--- src/design/swbd_pkg.sv ---
// Shared types and constants for the sync word bit deframer.
`timescale 1ns / 1ps
`default_nettype none
package swbd_pkg;

	localparam int SYNC_BITS_MAX_DEF = 64;
	localparam int RUN_MAX_DEF       = 15;

	localparam int CFG_DATA_W = 64;
	localparam int CFG_IDX_W  = 3;
	localparam int SYNC_LEN_W = 7;
	localparam int IDX_W      = 10;
	localparam int FLEN_W     = 11;
	localparam int RUN_W      = 4;
	localparam int BYTE_W     = 8;
	localparam int BITPOS_W   = 3;
	localparam int KIND_W     = 2;
	localparam int RESCNT_W   = 2;
	localparam logic [RESCNT_W-1:0] MAX_RESULTS = 2'd3;

	localparam logic [CFG_DATA_W-1:0] SYNC_WORD_RST   = 64'h086D53884469481F;
	localparam logic [SYNC_LEN_W-1:0] SYNC_LEN_RST    = 7'd64;
	localparam logic [IDX_W-1:0]      FRAME_START_RST = 10'd8;
	localparam logic [FLEN_W-1:0]     FRAME_LEN_RST   = 11'd320;
	localparam logic [IDX_W-1:0]      GAP_RESET_RST   = 10'd0;

	typedef enum logic [CFG_IDX_W-1:0] {
		REG_SYNC_WORD   = 3'd0,
		REG_SYNC_LENGTH = 3'd1,
		REG_FRAME_START = 3'd2,
		REG_FRAME_LEN   = 3'd3,
		REG_GAP_RESET   = 3'd4
	} reg_index_t;

	typedef enum logic [KIND_W-1:0] {
		EV_SYNC  = 2'd0,
		EV_DATA  = 2'd1,
		EV_ABORT = 2'd2
	} event_kind_t;

	typedef struct packed {
		logic [KIND_W-1:0] event_kind;
		logic [BYTE_W-1:0] data_byte;
		logic [IDX_W-1:0]  byte_index;
		logic              frame_end;
		logic              last_of_run;
	} result_t;

	// Controller to datapath
	typedef struct packed {
		logic load;
		logic bit_step;
		logic gap_step;
		logic flush;
	} ctrl_cmd_t;

	// Datapath to controller
	typedef struct packed {
		logic out_free;
		logic pend_valid;
	} dp_stat_t;

endpackage
`default_nettype wire

--- src/design/swbd_if.sv ---
// Input run channel and output result channel interfaces.
`timescale 1ns / 1ps
`default_nettype none
interface swbd_in_if;
	logic                      valid;
	logic                      ready;
	logic                      bit_value;
	logic [swbd_pkg::RUN_W-1:0] run_length;

	modport source (output valid, output bit_value, output run_length, input ready);
	modport sink (input valid, input bit_value, input run_length, output ready);
endinterface

interface swbd_out_if;
	logic                       valid;
	logic                       ready;
	logic [swbd_pkg::KIND_W-1:0] event_kind;
	logic [swbd_pkg::BYTE_W-1:0] data_byte;
	logic [swbd_pkg::IDX_W-1:0]  byte_index;
	logic                       frame_end;
	logic                       last_of_run;

	modport source (output valid, output event_kind, output data_byte, output byte_index,
		output frame_end, output last_of_run, input ready);
	modport sink (input valid, input event_kind, input data_byte, input byte_index,
		input frame_end, input last_of_run, output ready);
endinterface
`default_nettype wire

--- src/design/sync_word_bit_deframer.sv ---
// Top level of the sync word bit deframer.
//
// Input channel in_ch carries bit runs: bit_value repeated run_length times,
// run_length zero meaning a signal gap. Output channel out_ch carries events:
// sync found, data byte (LSB first, with its frame index) or frame aborted.
// Each run gives zero to three results; last_of_run marks the final one.
// Configuration registers are written through write_enable, reg_index and
// write_data; the user must do so only while the block is idle, which the
// block itself does not enforce. A run is accepted, then one bit step runs
// per bit (run_length, at most RUN_MAX), or a single gap step for a gap, then
// a flush step; no new run is taken until the flush is done.
// The newest result waits in a pending register until the next one or the
// end of the run; the one before it moves to the output register. When the
// receiver stalls with the output register full, the bit loop holds.
// Reset clears history, frame state and buffers and loads the default
// configuration; the block is ready in the first cycle after reset.
`timescale 1ns / 1ps
`default_nettype none
module sync_word_bit_deframer #(
	parameter int SYNC_BITS_MAX = swbd_pkg::SYNC_BITS_MAX_DEF,
	parameter int RUN_MAX       = swbd_pkg::RUN_MAX_DEF
) (
	input  wire logic                            clk,
	input  wire logic                            arst_n,
	swbd_in_if.sink                              in_ch,
	swbd_out_if.source                           out_ch,
	input  wire logic                            write_enable,
	input  wire logic [swbd_pkg::CFG_IDX_W-1:0]  reg_index,
	input  wire logic [swbd_pkg::CFG_DATA_W-1:0] write_data
);
	import swbd_pkg::*;

	ctrl_cmd_t cmd;
	dp_stat_t  stat;
	result_t   res;
	logic      res_valid;

	swbd_ctrl #(
		.RUN_MAX (RUN_MAX)
	) u_ctrl (
		.clk           (clk),
		.arst_n        (arst_n),
		.in_valid      (in_ch.valid),
		.in_run_length (in_ch.run_length),
		.in_ready      (in_ch.ready),
		.stat          (stat),
		.cmd           (cmd)
	);

	swbd_datapath #(
		.SYNC_BITS_MAX (SYNC_BITS_MAX)
	) u_datapath (
		.clk          (clk),
		.arst_n       (arst_n),
		.cmd          (cmd),
		.stat         (stat),
		.in_bit       (in_ch.bit_value),
		.write_enable (write_enable),
		.reg_index    (reg_index),
		.write_data   (write_data),
		.out_ready    (out_ch.ready),
		.out_valid    (res_valid),
		.out_res      (res)
	);

	assign out_ch.valid       = res_valid;
	assign out_ch.event_kind  = res.event_kind;
	assign out_ch.data_byte   = res.data_byte;
	assign out_ch.byte_index  = res.byte_index;
	assign out_ch.frame_end   = res.frame_end;
	assign out_ch.last_of_run = res.last_of_run;

	// Busy after taking a run
	a_busy_after_accept: assert property (@(posedge clk) disable iff (!arst_n)
		in_ch.valid && in_ch.ready |=> !in_ch.ready)
		else $error("input ready right after a transaction");

	// No result left pending while waiting for a new run
	a_no_pend_when_idle: assert property (@(posedge clk) disable iff (!arst_n)
		in_ch.ready |-> !stat.pend_valid)
		else $error("pending result left behind at idle");

	// Sync and abort events carry no byte and never end a frame
	a_event_payload: assert property (@(posedge clk) disable iff (!arst_n)
		out_ch.valid && (out_ch.event_kind != EV_DATA) |->
			(out_ch.data_byte == '0) && !out_ch.frame_end)
		else $error("non-data event with byte payload");

endmodule
`default_nettype wire

--- src/design/swbd_ctrl.sv ---
// Controller: takes runs, steps one bit per cycle while out_free, then flushes.
`timescale 1ns / 1ps
`default_nettype none
module swbd_ctrl #(
	parameter int RUN_MAX = swbd_pkg::RUN_MAX_DEF
) (
	input  wire logic                       clk,
	input  wire logic                       arst_n,
	input  wire logic                       in_valid,
	input  wire logic [swbd_pkg::RUN_W-1:0] in_run_length,
	output logic                            in_ready,
	input  wire swbd_pkg::dp_stat_t         stat,
	output swbd_pkg::ctrl_cmd_t             cmd
);
	import swbd_pkg::*;

	typedef enum logic [1:0] {
		ST_IDLE,
		ST_RUN,
		ST_GAP,
		ST_FLUSH
	} state_t;

	state_t           state_q;
	logic [RUN_W-1:0] rem_q;
	logic [RUN_W-1:0] run_eff;
	logic             accept;

	// Clamp the run to the longest processed length
	always_comb begin
		run_eff = in_run_length;
		if (int'(in_run_length) > RUN_MAX) begin
			run_eff = RUN_W'(RUN_MAX);
		end
	end

	assign in_ready = (state_q == ST_IDLE);
	assign accept   = in_valid && in_ready;

	// Issue datapath commands
	always_comb begin
		cmd = '0;
		cmd.load = accept;
		case (state_q)
			ST_RUN:   cmd.bit_step = stat.out_free;
			ST_GAP:   cmd.gap_step = stat.out_free;
			ST_FLUSH: cmd.flush    = stat.out_free && stat.pend_valid;
			default:  cmd = cmd;
		endcase
	end

	// Hold state and the remaining bit count
	always_ff @(posedge clk or negedge arst_n) begin
		if (!arst_n) begin
			state_q <= ST_IDLE;
			rem_q   <= '0;
		end else begin
			case (state_q)
				ST_IDLE: begin
					if (accept) begin
						rem_q   <= run_eff;
						state_q <= (run_eff == '0) ? ST_GAP : ST_RUN;
					end
				end
				ST_RUN: begin
					if (stat.out_free) begin
						rem_q <= rem_q - RUN_W'(1);
						if (rem_q == RUN_W'(1)) begin
							state_q <= ST_FLUSH;
						end
					end
				end
				ST_GAP: begin
					if (stat.out_free) begin
						state_q <= ST_FLUSH;
					end
				end
				ST_FLUSH: begin
					if (!stat.pend_valid || stat.out_free) begin
						state_q <= ST_IDLE;
					end
				end
				default: state_q <= ST_IDLE;
			endcase
		end
	end

endmodule
`default_nettype wire

--- src/design/swbd_datapath.sv ---
// Datapath: config registers, bit history, sync compare, byte packing, result buffers.
`timescale 1ns / 1ps
`default_nettype none
module swbd_datapath #(
	parameter int SYNC_BITS_MAX = swbd_pkg::SYNC_BITS_MAX_DEF
) (
	input  wire logic                            clk,
	input  wire logic                            arst_n,
	input  wire swbd_pkg::ctrl_cmd_t             cmd,
	output swbd_pkg::dp_stat_t                   stat,
	input  wire logic                            in_bit,
	input  wire logic                            write_enable,
	input  wire logic [swbd_pkg::CFG_IDX_W-1:0]  reg_index,
	input  wire logic [swbd_pkg::CFG_DATA_W-1:0] write_data,
	input  wire logic                            out_ready,
	output logic                                 out_valid,
	output swbd_pkg::result_t                    out_res
);
	import swbd_pkg::*;

	localparam int FILL_W = $clog2(SYNC_BITS_MAX + 1);

	// Configuration registers
	logic [CFG_DATA_W-1:0] sync_word_q;
	logic [SYNC_LEN_W-1:0] sync_len_q;
	logic [IDX_W-1:0]      frame_start_q;
	logic [FLEN_W-1:0]     frame_size_q;
	logic [IDX_W-1:0]      gap_reset_q;

	// Deframer state
	logic [SYNC_BITS_MAX-1:0] hist_q;
	logic [FILL_W-1:0]        fill_q;
	logic                     in_frame_q;
	logic [BITPOS_W-1:0]      pos_q;
	logic [BYTE_W-1:0]        shift_q;
	logic [IDX_W-1:0]         idx_q;
	logic                     bit_q;
	logic [RESCNT_W-1:0]      res_cnt_q;
	logic                     pend_valid_q;
	result_t                  pend_q;
	logic                     out_valid_q;
	result_t                  out_q;

	// Next-state values
	logic [SYNC_BITS_MAX-1:0] hist_n;
	logic [FILL_W-1:0]        fill_n;
	logic                     in_frame_n;
	logic [BITPOS_W-1:0]      pos_n;
	logic [BYTE_W-1:0]        shift_n;
	logic [IDX_W-1:0]         idx_n;
	logic [FLEN_W-1:0]        next_idx;
	logic [SYNC_LEN_W-1:0]    len_c;
	logic [SYNC_BITS_MAX-1:0] bit_ok;
	logic                     match;
	logic                     new_valid;
	result_t                  new_res;
	logic                     out_free;
	logic                     res_take;
	result_t                  flush_res;

	assign out_free = !out_valid_q || out_ready;
	assign stat.out_free   = out_free;
	assign stat.pend_valid = pend_valid_q;
	assign out_valid = out_valid_q;
	assign out_res   = out_q;

	// Clamp sync length and compare the newest bits with the sync word
	always_comb begin
		len_c = sync_len_q;
		if (sync_len_q == '0) begin
			len_c = SYNC_LEN_W'(1);
		end else if (int'(sync_len_q) > SYNC_BITS_MAX) begin
			len_c = SYNC_LEN_W'(SYNC_BITS_MAX);
		end
		hist_n = {hist_q[SYNC_BITS_MAX-2:0], bit_q};
		fill_n = (int'(fill_q) == SYNC_BITS_MAX) ? fill_q : fill_q + FILL_W'(1);
		for (int i = 0; i < SYNC_BITS_MAX; i++) begin
			bit_ok[i] = (i >= int'(len_c)) || (hist_n[i] == sync_word_q[i]);
		end
		match = (int'(fill_n) >= int'(len_c)) && (&bit_ok);
	end

	// Work out one bit step or one gap step
	always_comb begin
		in_frame_n = in_frame_q;
		pos_n      = pos_q;
		shift_n    = shift_q;
		idx_n      = idx_q;
		next_idx   = {1'b0, idx_q} + FLEN_W'(1);
		new_valid  = 1'b0;
		new_res    = '0;
		if (cmd.bit_step) begin
			if (!in_frame_q) begin
				if (match) begin
					in_frame_n = 1'b1;
					pos_n      = '0;
					shift_n    = '0;
					idx_n      = frame_start_q;
					new_valid  = 1'b1;
					new_res.event_kind = EV_SYNC;
					new_res.byte_index = frame_start_q;
				end
			end else begin
				shift_n = shift_q | (BYTE_W'(bit_q) << pos_q);
				pos_n   = pos_q + BITPOS_W'(1);
				if (pos_q == '1) begin
					new_valid          = 1'b1;
					new_res.event_kind = EV_DATA;
					new_res.data_byte  = shift_n;
					new_res.byte_index = idx_q;
					new_res.frame_end  = (next_idx == frame_size_q);
					shift_n = '0;
					idx_n   = next_idx[IDX_W-1:0];
					if (next_idx == frame_size_q) begin
						in_frame_n = 1'b0;
						idx_n      = frame_start_q;
					end
				end
			end
		end else if (cmd.gap_step) begin
			if (in_frame_q && (idx_q > gap_reset_q)) begin
				new_valid          = 1'b1;
				new_res.event_kind = EV_ABORT;
				new_res.byte_index = idx_q;
				in_frame_n = 1'b0;
				pos_n      = '0;
				shift_n    = '0;
				idx_n      = frame_start_q;
			end
		end
	end

	// Take a new result unless the per-run limit is reached
	assign res_take = !cmd.load && new_valid && (res_cnt_q != MAX_RESULTS);

	// Mark the pending result as the final one of the run
	always_comb begin
		flush_res             = pend_q;
		flush_res.last_of_run = 1'b1;
	end

	// Write configuration registers
	always_ff @(posedge clk or negedge arst_n) begin
		if (!arst_n) begin
			sync_word_q   <= SYNC_WORD_RST;
			sync_len_q    <= SYNC_LEN_RST;
			frame_start_q <= FRAME_START_RST;
			frame_size_q  <= FRAME_LEN_RST;
			gap_reset_q   <= GAP_RESET_RST;
		end else if (write_enable) begin
			case (reg_index)
				REG_SYNC_WORD:   sync_word_q   <= write_data;
				REG_SYNC_LENGTH: sync_len_q    <= write_data[SYNC_LEN_W-1:0];
				REG_FRAME_START: frame_start_q <= write_data[IDX_W-1:0];
				REG_FRAME_LEN:   frame_size_q  <= write_data[FLEN_W-1:0];
				REG_GAP_RESET:   gap_reset_q   <= write_data[IDX_W-1:0];
				default:         sync_len_q    <= sync_len_q;
			endcase
		end
	end

	// Advance deframer state
	always_ff @(posedge clk or negedge arst_n) begin
		if (!arst_n) begin
			hist_q     <= '0;
			fill_q     <= '0;
			in_frame_q <= 1'b0;
			pos_q      <= '0;
			shift_q    <= '0;
			idx_q      <= FRAME_START_RST;
		end else begin
			if (cmd.bit_step) begin
				hist_q <= hist_n;
				fill_q <= fill_n;
			end
			if (cmd.bit_step || cmd.gap_step) begin
				in_frame_q <= in_frame_n;
				pos_q      <= pos_n;
				shift_q    <= shift_n;
				idx_q      <= idx_n;
			end
		end
	end

	// Latch the run bit
	always_ff @(posedge clk) begin
		if (cmd.load) begin
			bit_q <= in_bit;
		end
	end

	// Hold one pending result so the final one can be marked; drop beyond the limit
	always_ff @(posedge clk or negedge arst_n) begin
		if (!arst_n) begin
			res_cnt_q    <= '0;
			pend_valid_q <= 1'b0;
			out_valid_q  <= 1'b0;
		end else begin
			if (cmd.load) begin
				res_cnt_q <= '0;
			end else if (res_take) begin
				res_cnt_q    <= res_cnt_q + RESCNT_W'(1);
				pend_valid_q <= 1'b1;
			end else if (cmd.flush) begin
				pend_valid_q <= 1'b0;
			end
			// Load the output register, or free it once the transaction is taken
			if ((res_take && pend_valid_q) || cmd.flush) begin
				out_valid_q <= 1'b1;
			end else if (out_ready) begin
				out_valid_q <= 1'b0;
			end
		end
	end

	// Result payload registers
	always_ff @(posedge clk) begin
		if (res_take) begin
			pend_q <= new_res;
			if (pend_valid_q) begin
				out_q <= pend_q;
			end
		end else if (cmd.flush) begin
			out_q <= flush_res;
		end
	end

endmodule
`default_nettype wire

--- src/flat_wrapper.sv ---
// flat-port wrapper written by rule: the top's interface ports become plain ports
module sync_word_bit_deframer_flat import swbd_pkg::*;
#(
	parameter int SYNC_BITS_MAX = swbd_pkg::SYNC_BITS_MAX_DEF,
	parameter int RUN_MAX       = swbd_pkg::RUN_MAX_DEF
)
  (clk, arst_n, write_enable, reg_index, write_data, in_ch_valid, in_ch_bit_value, in_ch_run_length, in_ch_ready, out_ch_valid, out_ch_event_kind, out_ch_data_byte, out_ch_byte_index, out_ch_frame_end, out_ch_last_of_run, out_ch_ready);
  swbd_in_if in_ch_i ();
  swbd_out_if out_ch_i ();
  input  wire logic clk;
  input  wire logic arst_n;
  input  wire logic write_enable;
  input  wire logic [swbd_pkg::CFG_IDX_W-1:0] reg_index;
  input  wire logic [swbd_pkg::CFG_DATA_W-1:0] write_data;
  input wire logic [$bits(in_ch_i.valid)-1:0] in_ch_valid;
  input wire logic [$bits(in_ch_i.bit_value)-1:0] in_ch_bit_value;
  input wire logic [$bits(in_ch_i.run_length)-1:0] in_ch_run_length;
  output wire logic [$bits(in_ch_i.ready)-1:0] in_ch_ready;
  output wire logic [$bits(out_ch_i.valid)-1:0] out_ch_valid;
  output wire logic [$bits(out_ch_i.event_kind)-1:0] out_ch_event_kind;
  output wire logic [$bits(out_ch_i.data_byte)-1:0] out_ch_data_byte;
  output wire logic [$bits(out_ch_i.byte_index)-1:0] out_ch_byte_index;
  output wire logic [$bits(out_ch_i.frame_end)-1:0] out_ch_frame_end;
  output wire logic [$bits(out_ch_i.last_of_run)-1:0] out_ch_last_of_run;
  input wire logic [$bits(out_ch_i.ready)-1:0] out_ch_ready;
  assign in_ch_i.valid = in_ch_valid;
  assign in_ch_i.bit_value = in_ch_bit_value;
  assign in_ch_i.run_length = in_ch_run_length;
  assign in_ch_ready = in_ch_i.ready;
  assign out_ch_valid = out_ch_i.valid;
  assign out_ch_event_kind = out_ch_i.event_kind;
  assign out_ch_data_byte = out_ch_i.data_byte;
  assign out_ch_byte_index = out_ch_i.byte_index;
  assign out_ch_frame_end = out_ch_i.frame_end;
  assign out_ch_last_of_run = out_ch_i.last_of_run;
  assign out_ch_i.ready = out_ch_ready;
  sync_word_bit_deframer #(.SYNC_BITS_MAX(SYNC_BITS_MAX), .RUN_MAX(RUN_MAX)) u_core (.clk(clk), .arst_n(arst_n), .in_ch(in_ch_i), .out_ch(out_ch_i), .write_enable(write_enable), .reg_index(reg_index), .write_data(write_data));
endmodule
--- config.mk ---
export PLATFORM = sky130hd
export DESIGN_NAME = sync_word_bit_deframer_flat
export DESIGN_NICKNAME = d
export VERILOG_FILES = /design/src/design/swbd_pkg.sv /design/src/design/swbd_if.sv /design/src/design/sync_word_bit_deframer.sv /design/src/design/swbd_ctrl.sv /design/src/design/swbd_datapath.sv /design/src/flat_wrapper.sv
export SDC_FILE = /design/constraint.sdc
export NUM_CORES = 1
export LEC_CHECK = 0
export BUFFER_PORTS_ARGS = -buffer_cell sky130_fd_sc_hd__buf_2
export CAP_MARGIN = 20
export CORE_MARGIN = 10
export CORE_UTILIZATION = 55
export CTS_CLUSTER_DIAMETER = 150
export DETAILED_ROUTE_END_ITERATION = 7
export PLACE_DENSITY = 0.77
export SLEW_MARGIN = 20
export SYNTH_ARGS = -nofsm -noshare
export SYNTH_HDL_FRONTEND = slang
export SYNTH_HIERARCHICAL = 1
export SYNTH_SLANG_ARGS = --single-unit
--- constraint.sdc ---
create_clock -name clk -period 4.2 [get_ports clk]
set_input_delay 0.63 -clock clk [delete_from_list [all_inputs] [get_ports clk]]
set_output_delay 0.63 -clock clk [all_outputs]
set_load 0.05 [all_outputs]
# [Word level (Yosys, flattened, before mapping)]
# Index checks and enable logic that the tools add are counted.
[op_classes] n_bitwise=2 shift=1 mux=65 reduce_logical=102 multipliers=0 eq_ne=84 div_mod_pow=0 n_addsub=5 n_lt_le_gt_ge=67
[ops] cell=">= comparator 6 x 7 -> 1 bit (first input constant)" n=32
[ops] cell="2-to-1 mux 10 bit" n=12
[ops] cell=">= comparator 5 x 7 -> 1 bit (first input constant)" n=16
[ops] cell="logical OR 1 bit" n=68
[ops] cell="2-to-1 mux 22 bit" n=3
[ops] cell="== test 1 bit" n=64
[ops] cell="AND reduction 64 bit" n=1
[ops] cell=">= comparator 4 x 7 -> 1 bit (first input constant)" n=8
[ops] cell="2-to-1 mux 8 bit" n=6
[ops] cell=">= comparator 3 x 7 -> 1 bit (first input constant)" n=4
[ops] cell="2-to-1 mux 2 bit" n=12
[ops] cell="2-to-1 mux 7 bit" n=3
[ops] cell="2-to-1 mux 20 bit" n=1
[ops] cell="2-to-1 mux 1 bit" n=19
[ops] cell="2-to-1 mux 3 bit" n=5
[ops] cell=">= comparator 1 x 7 -> 1 bit (first input constant)" n=2
[ops] cell=">= comparator 2 x 7 -> 1 bit (first input constant)" n=2
[ops] cell="AND reduction 2 bit" n=7
[ops] cell="!= test 2 bit (second input constant)" n=6
[ops] cell="nonzero test 2 bit" n=6
[ops] cell="adder 10 x 1 -> 11 bit (second input constant)" n=1
[ops] cell="== test 11 bit" n=1
[ops] cell="> comparator 10 bit" n=1
[ops] cell="AND reduction 5 bit" n=2
[ops] cell="other kinds (30)" n=44
[totals] latch_bits=0 mem_bits_ro=0 reg_bits=248 input_bits=77 mem_bits_rw=0 mem_count=0

# [Longest topological paths before layout]
# Gate-level depths: netlist (run 1).
[depth] word_depth=15 depth_mapped=15 depth_no_buf=13

# [Modules after synthesis]
# The synthesis (run 1) kept the hierarchy.
[modules_own_cells] module="swbd_datapath" area_each_um2=11901.4 cells_per_inst=956 n_inst=1 seq_area_each_um2=6313.6
[modules_own_cells] module="swbd_ctrl" area_each_um2=521.8 cells_per_inst=58 n_inst=1 seq_area_each_um2=150.1

# [Least setup slack after synthesis (run 1)]
# OpenSTA, ideal clock, no wires.
[synth_timing] path_type="reg2reg" start="reg u_core.u_datapath.sync_len_q[3]" end="reg u_core.u_datapath.out_q (netlist bit u_core/u_datapath/out_res[0]), enable pin" path_stages_with_launch=14 setup_time_ns=0.378 arrival_time_ns=3.925 n_path_buf=1 setup_slack_ns=-0.104 cell_sequence="dfrtp_1 buf_4 or4_1 o21ba_2 nor2_1 ha_1 nand2b_1 a21o_1 a21oi_1 o21a_1 a211oi_1 a41oi_4 nor4_4 mux2_1"
[synth_between] elab_chain_cells=14 word_cells_on_any_way=143 classes_between="order compare: 66; eq/ne: 1; mux: 5; reduce/logical: 71"
[synth_rtl] item="start, declared" line_no="swbd_datapath.sv:25" source="logic [SYNC_LEN_W-1:0] sync_len_q;"
[synth_rtl] item="start signal, assigned" line_no="swbd_datapath.sv:153" source="REG_SYNC_LENGTH: sync_len_q <= write_data[SYNC_LEN_W-1:0];"
[synth_rtl] item="start signal, assigned" line_no="swbd_datapath.sv:157" source="default: sync_len_q <= sync_len_q;"
[synth_rtl] item="> comparator 7 bit" line_no="swbd_datapath.sv:72" source="end else if (int'(sync_len_q) > SYNC_BITS_MAX) begin"
[synth_rtl] item="2-to-1 mux 7 bit" line_no="swbd_datapath.sv:72"
[synth_rtl] item="2-to-1 mux 7 bit (*)" line_no="swbd_datapath.sv:70" source="if (sync_len_q == '0) begin"
[synth_rtl] item=">= comparator 1 x 7 -> 1 bit, or another cell as far along" line_no="swbd_datapath.sv:78" source="bit_ok[i] = (i >= int'(len_c)) || (hist_n[i] == sync_word_q[i]);"
[synth_rtl] item="logical OR 1 bit" line_no="swbd_datapath.sv:78"
[synth_rtl] item="AND reduction 64 bit" line_no="swbd_datapath.sv:80" source="match = (int'(fill_n) >= int'(len_c)) && (&bit_ok);"
[synth_rtl] item="logical AND 1 bit (*)" line_no="swbd_datapath.sv:80"
[synth_rtl] item="2-to-1 mux 1 bit (*)" line_no="swbd_datapath.sv:94" source="if (match) begin"
[synth_rtl] item="2-to-1 mux 1 bit (*)" line_no="swbd_datapath.sv:93" source="if (!in_frame_q) begin"
[synth_rtl] item="2-to-1 mux 1 bit (*)" line_no="swbd_datapath.sv:92" source="if (cmd.bit_step) begin"
[synth_rtl] item="logical AND 1 bit (*) (2 in series)" line_no="swbd_datapath.sv:134" source="assign res_take = !cmd.load && new_valid && (res_cnt_q != MAX_RESULTS);"
[synth_rtl] item="named net u_core.u_datapath.res_take" line_no="swbd_datapath.sv:58" source="logic res_take;"
[synth_rtl] item="!= test 2 bit (no line) / nonzero test 2 bit (equally long branches)"
[synth_rtl] item="AND reduction 2 bit (no line) (*)"
[synth_rtl] item="end signal, assigned" line_no="swbd_datapath.sv:221" source="out_q <= pend_q;"
[synth_rtl] item="end signal, assigned" line_no="swbd_datapath.sv:224" source="out_q <= flush_res;"
[synth_rtl] item="end, declared" line_no="swbd_datapath.sv:42" source="result_t out_q;"
# The timed path passes the listed nets; every way through them passes the cells marked *.
# A chain may end at the register's enable or synchronous reset.

# [Final worst setup path (run 1)]
[layout_timing] start="reg u_core.u_datapath.sync_len_q[6]" end="reg u_core.u_datapath.out_q (netlist bit u_core/u_datapath/out_res[21]), enable pin"
# Same word-level chain as after synthesis.

==> results summary, run 1 <==
The flow ran to the end, and the final reports show no timing, DRC or antenna violations. The final-layout fill cell count is 1,721. The number of antenna violations at the first check in global routing is 0. The CTS buffer count is 25. The class of the worst hold path is primary input to async pin. The mean routed wirelength per cell came out at 19.9 µm.

The max-slew violation total from the final report came to 0. The number of antenna diodes in the final layout is 0. Of the total synthesized cell area, the portion taken by AND, OR, NAND and NOR gates is 0.0951.

For the final database, setup skew stands at 0.0174 ns. The most common cell in the synthesized netlist is dfrtp_1. The number of hold-slack violations in the final timing report is 0. The clock tree buffer depth came out at 3. In the post-synthesis netlist, the biggest area contributors are dfrtp_1 35%, mux2_2 14%, edfxtp_1 11%. Final hold analysis gives a worst-case slack of 0.172 ns.

The cell area reported after detailed placement came out at 13,200 µm². The largest fanout of any net on the critical path is 22. The warning count from the yosys run came out at 6.

In the post-route analysis, the smallest setup slack over all paths is 0.519 ns. The final period utilization is 0.876. The worst setup path is captured at a register.

Of the total synthesized cell area, the portion taken by full adders, half adders and majority gates is 0.0310. The number of flops mapped to enable cells by yosys is 44. The H-tree level count came out at 1.

Dividing total power by cell area gives a power density of 700 nW/µm². The area of the die is 29,000 µm². The post-synthesis register bit count came out at 248. The count of max-cap constraint violations is 0. The pre-antenna-repair detailed-routing pass consisted of 5 iterations.

The number of global-route vias before repair came out at 8,503. The number of violations reported at the end of detailed-routing iteration 0 is 648. The clock insertion delay at the later pin of the skew report came out at 0.53 ns. The analysis attributes to cell leakage a power of 5.90 nW. Setup repair after global routing left no endpoint under its margin. The gate count of the mapped netlist came out at 1,014. Traced cell by cell, the critical path runs through nand2b_1 > a21oi_1 > a2111oi_0 > a21oi_1 > a211oi_2 > a41oi_4 > nor4_4 > mux2_4. The final wirelength came out at 28,000 µm. The area share of the largest cell type after synthesis is 0.350.

The post-route core utilization came out at 0.634. Pin placement for this block handled 101 I/O pins. Sorting the synthesized cells by how often they occur yields 174 x dfrtp_1, 154 x mux2_2, 61 x xnor2_1. The number of placement rows came out at 54. The final non-filler cell total is 1,409.

The total DRC errors in the routed layout is 0. The core region area is 22,000 µm². The pin count of the biggest net entering global routing came out at 106.

Setup violations remaining at the end of the flow were counted as 0. The clock sink count is 248. The post-place setup slack came out at 0.573 ns. At the pin with the least slew margin, the transition time is 0.872 ns.

The cell sitting at the root of the clock tree is a clkbuf_16. For this run, the slowest stage of the critical path takes 0.71 ns. The number of nets in the synthesized netlist came out at 1,121.

The number of instances in the placed design is 1,363. Using the TritonRoute via totals, the vias-per-cell ratio works out to 5.92. The maximum vdd ir drop is 426 µV.

The total via count after detailed routing came out at 8,339. The data required time at the worst endpoint is 4.44 ns. By area, the combinational part of the netlist is dominated by multiplexers.

The mean post-synth cell area came out at 12.3 µm². The synthesized-area fraction occupied by ao, oa, aoi and oai cells came out at 0.110. STA classifies the critical path startpoint as a register. The wire length of the first global-routing pass is 45,300 µm. The category of the critical setup timing path is register to register.

The placed wire-length estimate after detailed placement is 20,500 µm. TritonCTS built the clock tree. The congestion estimate from routability-driven global placement came to 0.960.

Data arrives at the worst endpoint at 3.92 ns. In this run the tool buffered the top-level ports with 100 buffer cells. The most used flip-flop cell after synthesis is dfrtp_1. The number of gates resized after cts came out at 0. The die outline width came out at 170 µm. The final-layout setup total negative slack came out at 0 ns.

The count of buffers added by post-CTS timing repair for setup is 0. The cell with the largest stage delay on the worst path is dfstp_2. The proportion of synthesized chip area in sequential cells came out at 0.520. The worst relative slew slack came out at 0.417. Buffers inserted to repair hold after CTS numbered 0. The xor/xnor share of the synthesized area came out at 0.0631.

The sum of overflow across all layers after global routing is 0. The detail route stage leaves a number of antenna-violating nets equal to 0. Counting flops with an async set or reset pin after synthesis yields a share of 0.823.

The distinct cell type count after synthesis is 83. The top achievable clock speed is 272 MHz. The effective utilization at floorplan came out at 0.564. The finished cells cover 14,000 µm². The fraction of synthesized area in multiplexers came out at 0.151.

The number of nets in the finished design is 1,217. In this design, the critical path's most frequently occurring cell is a21oi_1. The largest total area in the synthesized netlist belongs to dfrtp_1. The signed area change from the synthesized netlist to the final layout came out at 12.3%. The synthesized cell area is 12,400 µm². In the final layout, the share of cells above drive strength 1 is 0.327. The smallest clock period supported by the final layout is computed as 3.68 ns. The height of the chip is 170 µm. The design draws 9.77 mW.

The global-route usage over all layers came out at 0.192. The post-CTS clock slew at the launch and capture registers of the worst setup and hold paths is 0.07 ns.
-- routing by layer --
| layer | GRT usage | wire length (µm) | up-vias |
|---|---|---|---|
| li1 | - | - | 3869 |
| met1 | 0.247 | 11700 | 4133 |
| met2 | 0.323 | 13800 | 276 |
| met3 | 0.0352 | 1730 | 61 |
| met4 | 0.0576 | 801 | 0 |
| met5 | 0.00174 | 0 | - |
-- where the power goes --
group          total, mW  switching (mW)  internal, mW  leakage [nW]
registers           3.90           0.611          3.29          2.93
logic               3.79            2.22          1.57          2.61
clock network       2.08           0.898          1.19         0.360
-- registers in the layout, summed over array words and instances, names as in the netlist, 3 cells and up --
signal and cells:
u_core/u_datapath/out_res 22, u_core/u_datapath/gap_reset_q 10, u_core/u_datapath/hist_q 63, u_core/u_datapath/frame_start_q 10, u_core/u_datapath/sync_len_q 7, u_core/u_datapath/pos_q 3, u_core/u_datapath/fill_q 7, u_core/u_datapath/flush_res 21
u_core/u_datapath/frame_size_q 11, u_core/u_ctrl/rem_q 4, u_core/u_datapath/shift_q 8, u_core/u_datapath/idx_q 10, u_core/u_datapath/sync_word_q 64
-- path summary, 6_finish.rpt --
path	start	cells after the start	slack [ns]	end
max reg2reg	u_core/u_datapath/sync_len_q[6]$_DFFE_PN1P_	8	0.52	u_core/u_datapath/out_res[21]$_DFFE_PP_
min in group clk	in_ch_bit_value	1	0.29	u_core/u_datapath/bit_q$_DFFE_PP_
min reg2reg	u_core/u_datapath/flush_res[13]$_SDFFCE_PN0N_	0	0.42	u_core/u_datapath/out_res[13]$_DFFE_PP_
max	u_core/u_datapath/sync_len_q[6]$_DFFE_PN1P_	8	0.52	u_core/u_datapath/out_res[21]$_DFFE_PP_
min	arst_n	1	0.17	u_core/u_ctrl/rem_q[0]$_DFFE_PN0P_
max in group asynchronous	arst_n	2	2.99	u_core/u_datapath/sync_word_q[46]$_DFFE_PN1P_
-- critical path: cells and delay by family, from the launching register on --
kind / cells / cell delay, ns
AO/OA/AOI/OAI: 5 / 1.38
AND/OR/NAND/NOR: 2 / 0.83
flip-flops: 1 / 0.71
multiplexers: 1 / 0.46
-- layout make-up --
cell class                      count  area (µm²)  share of cell area
Sequential cell                   248        6460               0.463
Timing Repair Buffer              118         669              0.0480
Clock buffer                       38         684              0.0490
Clock inverter                      8        73.8             0.00529
Multi-Input combinational cell    686        5600               0.401
Inverter                           31         116             0.00834
Tap cell                          280         350              0.0251
-- cells by family after synthesis --
group | after synthesis
flip-flops | 248
AND/OR/NAND/NOR | 202
AO/OA/AOI/OAI | 198
multiplexers | 167
XOR/XNOR | 88
buffers and inverters | 80
adder cells (fa/ha/maj) | 31
-- cells in the final DEF (no fill, tap or decap), drive strengths merged, types with 13 or more instances in the layout --
master / Yosys / layout
o21a: 13 / 13
mux2: 156 / 156
nand3: 18 / 18
o21ai: 52 / 52
dfstp: 30 / 30
dfrtp: 174 / 174
a21oi: 53 / 53
edfxtp: 44 / 44
ha: 30 / 30
clkbuf: 28 / 39
nand2: 51 / 51
nor3: 14 / 14
inv: 31 / 32
nor2: 41 / 41
xnor2: 61 / 61
buf: 21 / 117
xor2: 26 / 26
No activity file was read; power rests on OpenSTA's default activity.
==> inputs of run 2 (changes only) <==
--- a/config.mk
+++ b/config.mk
@@ -5,13 +5,14 @@
 export SDC_FILE = /design/constraint.sdc
 export NUM_CORES = 1
 export LEC_CHECK = 0
+export ABC_AREA = 1
 export BUFFER_PORTS_ARGS = -buffer_cell sky130_fd_sc_hd__buf_2
 export CAP_MARGIN = 20
 export CORE_MARGIN = 10
-export CORE_UTILIZATION = 55
+export CORE_UTILIZATION = 54
 export CTS_CLUSTER_DIAMETER = 150
 export DETAILED_ROUTE_END_ITERATION = 7
-export PLACE_DENSITY = 0.77
+export PLACE_DENSITY = 0.76
 export SLEW_MARGIN = 20
 export SYNTH_ARGS = -nofsm -noshare
 export SYNTH_HDL_FRONTEND = slang
==> results summary, run 2 <==
The final-layout fill cell count is 1,857 (+7.9%). The routed length on met2 is 13,300 µm (-3.9%). The post-place setup slack is 0.381 ns (-0.191 ns).

The worst setup path is of the register to register kind. The predominant post-synthesis flop cell is dfrtp_1. The async set or reset register ratio after synthesis was 0.823 (unchanged). The tree is rooted in a clkbuf_16.

The via density per instance came out at 5.36 (-9.4%). The run finished with clean final reports. The largest individual stage delay along the critical path comes from the cell dfrtp_1. The global-route usage over all layers is 0.198 (+0.00605). The total via count after detailed routing came out at 9,352 (+12%). The worst relative slew slack is 0.398 (-0.0185). The total I/O pin count is 101 (unchanged).

The fraction of layout cells with a size suffix above 1 is 0.183 (-0.144). Compared with the post-synthesis result, the final layout area differs by 12.7%. The warning count from the yosys run came out at 6 (unchanged). The maximum vdd ir drop is 383 µV (-10%). The placed wire-length estimate after detailed placement came out at 20,600 µm (+0.11%). The mean post-synth cell area is 9.11 µm² (-26%). The final non-filler cell total is 1,744 (+24%).

The placer's final routability congestion estimate is 0.936 (-2.6%). The total DRC errors in the routed layout came out at 0 (unchanged). The mean routed wirelength per cell came out at 16.5 µm (-17%). The power density normalized to cell area is 575 nW/µm² (-18%). The cell family contributing the most delay on the critical path is simple AND/OR/NAND/NOR gates. The top achievable clock speed was 265 MHz (-2.6%). By area the synthesized netlist is led by dfrtp_1 35%, edfxtp_1 11%, nand2_1 9.3%. The die outline width is 171 µm (+0.38%). The post-route core utilization came out at 0.616 (-0.0174). Setup repair after global routing left no endpoint under its margin. The largest fanout of any net on the critical path is 22 (unchanged). The gate count of the mapped netlist is 1,350 (+33%). The number of flops mapped to enable cells by yosys is 44 (unchanged). The data required time at the worst endpoint came out at 4.41 ns (-0.03 ns). The number of hold-slack violations in the final timing report came out at 0 (unchanged).

The number of gates resized after cts is 0 (unchanged). The pin slew with the least headroom to its limit is 0.903 ns (+0.0310 ns). The number of global-route vias before repair is 9,415 (+11%). The setup slack after layout came to 0.420 ns (-0.0984 ns). The wire length of the first global-routing pass was 47,500 µm (+4.7%). Leaving out fill and tap cells, the most frequent cell in the layout is nand2_1. The critical path goes through nor2_1 > nand3_1 > nand2_1 > nand2_1 > ha_1 > nand2_1 > o21ai_0 > nand2_1 > nand3_1 > nand4_1 > nor2_1 > nand3_1 > nor2_1 > nand2_2 > nand2_2 > nand4_2 > o21ai_2 > buf_4.

STA classifies the critical path endpoint as a register. The length of routed wiring on met1 came to 13,500 µm (+15%). The register bank with the most flops is u_core/u_datapath/sync_word_q. The highest layer touched by signal routing is met4. The leading area contributor after synthesis is dfrtp_1. The number of nets in the finished design came out at 1,546 (+27%). Among the stages of the critical path, the cell type that occurs most often is nand2_1. The CTS buffer count was 26 (+4.0%). The clock insertion delay at the later pin of the skew report came out at 0.54 ns (about the same). The final wirelength is 28,800 µm (+2.9%). The max-slew violation total from the final report was 0 (unchanged). The pin count of the biggest net entering global routing came out at 106 (unchanged). The number of nets in the synthesized netlist is 1,457 (+30%). The post-synthesis register bit count was 248 (unchanged). The final hold slack is 0.212 ns (+0.0398 ns). The area of the die is 29,200 µm² (+0.76%). The routed length on met3 came out at 1550 µm (-10%). The H-tree level count came to 1 (unchanged).

The final-layout setup total negative slack came out at 0 ns (unchanged). The number of instances in the placed design was 1,696 (+24%). The shortest clock period the worst path allows after layout came out at 3.78 ns (+0.0984 ns).

The critical path arrival was 3.99 ns (+0.07 ns). The core region area came out at 22,500 µm² (+2.2%). The clock tree buffer depth is 3 (unchanged). The final period utilization was 0.900 (+0.0234). The synthesized cell area was 12,300 µm² (-0.98%). The detailed-routing iteration count for the pre-antenna-repair pass was 5 (unchanged). In the layout the commonest cells are 302 x nand2_1, 174 x dfrtp_1, 169 x o21ai_0, 150 x inv_1, 99 x buf_2. The post-CTS clock slew at the launch and capture registers of the worst setup and hold paths is 0.07 ns (about the same). The area share of the largest cell type after synthesis is 0.354 (+0.00346). The distinct cell type count after synthesis is 44 (-47%). The count of buffers added by post-CTS timing repair for setup is 0 (unchanged). The height of the chip came out at 171 µm (+0.38%). The sum of overflow across all layers after global routing is 0 (unchanged). The effective utilization at floorplan is 0.547 (-0.0173). Sorting the synthesized cells by how often they occur yields 304 x nand2_1, 174 x dfrtp_1, 170 x o21ai_0. The TritonCTS clock tree is yes. The final setup violation count is 0 (unchanged). The remaining antenna violation count after routing came out at 0 (unchanged).

The proportion of synthesized chip area in sequential cells was 0.525 (+0.00513). The number of placement rows came out at 55 (+1.9%). The number of antenna violations at the first check in global routing is 0 (unchanged). The number of buffers and inverters on the critical path came out at 1 (+1).

The clock sink count was 248 (unchanged). The number of violations reported at the end of detailed-routing iteration 0 is 810 (+25%). STA classifies the critical path startpoint as a register. The worst clock skew is 0.0209 ns (+0.00350 ns).

The quantity of I/O buffers inserted on ports came out at 100 (unchanged). The antenna diode count is 0 (unchanged). The biggest cell delay along the critical path came out at 0.51 ns (-0.20 ns).

The number of flip-flops under the largest register name came out at 64 (unchanged). The hold buffer count at cts is 0 (unchanged). The leakage component of the power came out at 6.55 nW (+11%). The count of max-cap constraint violations is 0 (unchanged).

In this run the worst hold path is classified as primary input to async pin. The cell with the most instances after synthesis is nand2_1.
-- run 2: through the flow --
stage               cell area, µm²  power, mW
finish                       13900       7.97
global route                 13900       8.52
CTS                          13900       8.01
detailed placement           13000       5.74
global placement             13000       5.66
floorplan                    12300       5.06
-- run 2: report_power, final --
part / total, mW / internal (mW) / switching [mW]
clock: 2.23 / 1.29 / 0.944
sequential: 3.44 / 2.99 / 0.448
combinational: 2.30 / 0.848 / 1.45
total: 7.97 / 5.13 / 2.84
-- run 2: cell families after synthesis --
kind of cell / Yosys count / synth area share
flip-flops: 248 / 0.525
buffers and inverters: 205 / 0.0658
adder cells (fa/ha/maj): 30 / 0.0305
AND/OR/NAND/NOR: 508 / 0.175
multiplexers: 53 / 0.0485
AO/OA/AOI/OAI: 227 / 0.0989
XOR/XNOR: 79 / 0.0562
-- run 2: worst register-to-register path, delay by kind of cell, from the launching register on --
kind                       cells  cell delay (ns)
adders and majority gates      1             0.39
buffers and inverters          1             0.32
DFF                            1             0.51
AOI/OAI and AO/OA              2             0.35
and+or+nand+nor               14             1.89
-- run 2: path summary, 6_finish.rpt --
path	start	end	cells after the start	slack, ns
setup / recovery	u_core/u_datapath/sync_len_q[5]$_DFFE_PN0P_	u_core/u_datapath/out_res[7]$_DFFE_PP_	18	0.42
hold / removal	arst_n	u_core/u_datapath/sync_word_q[38]$_DFFE_PN0P_	1	0.21
setup reg to reg	u_core/u_datapath/sync_len_q[5]$_DFFE_PN0P_	u_core/u_datapath/out_res[7]$_DFFE_PP_	18	0.42
hold reg to reg	u_core/u_datapath/flush_res[15]$_SDFFCE_PN0N_	u_core/u_datapath/out_res[15]$_DFFE_PP_	0	0.42
max in group asynchronous	arst_n	u_core/u_datapath/sync_word_q[26]$_DFFE_PN1P_	2	3.05
min in group clk	in_ch_bit_value	u_core/u_datapath/bit_q$_DFFE_PP_	1	0.28
-- run 2: final cells by class --
| cell class | count | area (µm²) | area share |
|---|---|---|---|
| Inverter | 159 | 597 | 0.0430 |
| Clock inverter | 12 | 98.8 | 0.00713 |
| Timing Repair Buffer | 107 | 574 | 0.0414 |
| Tap cell | 285 | 357 | 0.0257 |
| Sequential cell | 248 | 6460 | 0.466 |
| Multi-Input combinational cell | 897 | 5040 | 0.363 |
| Clock buffer | 36 | 738 | 0.0532 |
-- run 2: metal layers --
metal,global-route usage,vias to the layer above
li1,-,4583
met1,0.273,4488
met2,0.319,243
met3,0.0306,38
met4,0.0529,0
met5,0,-
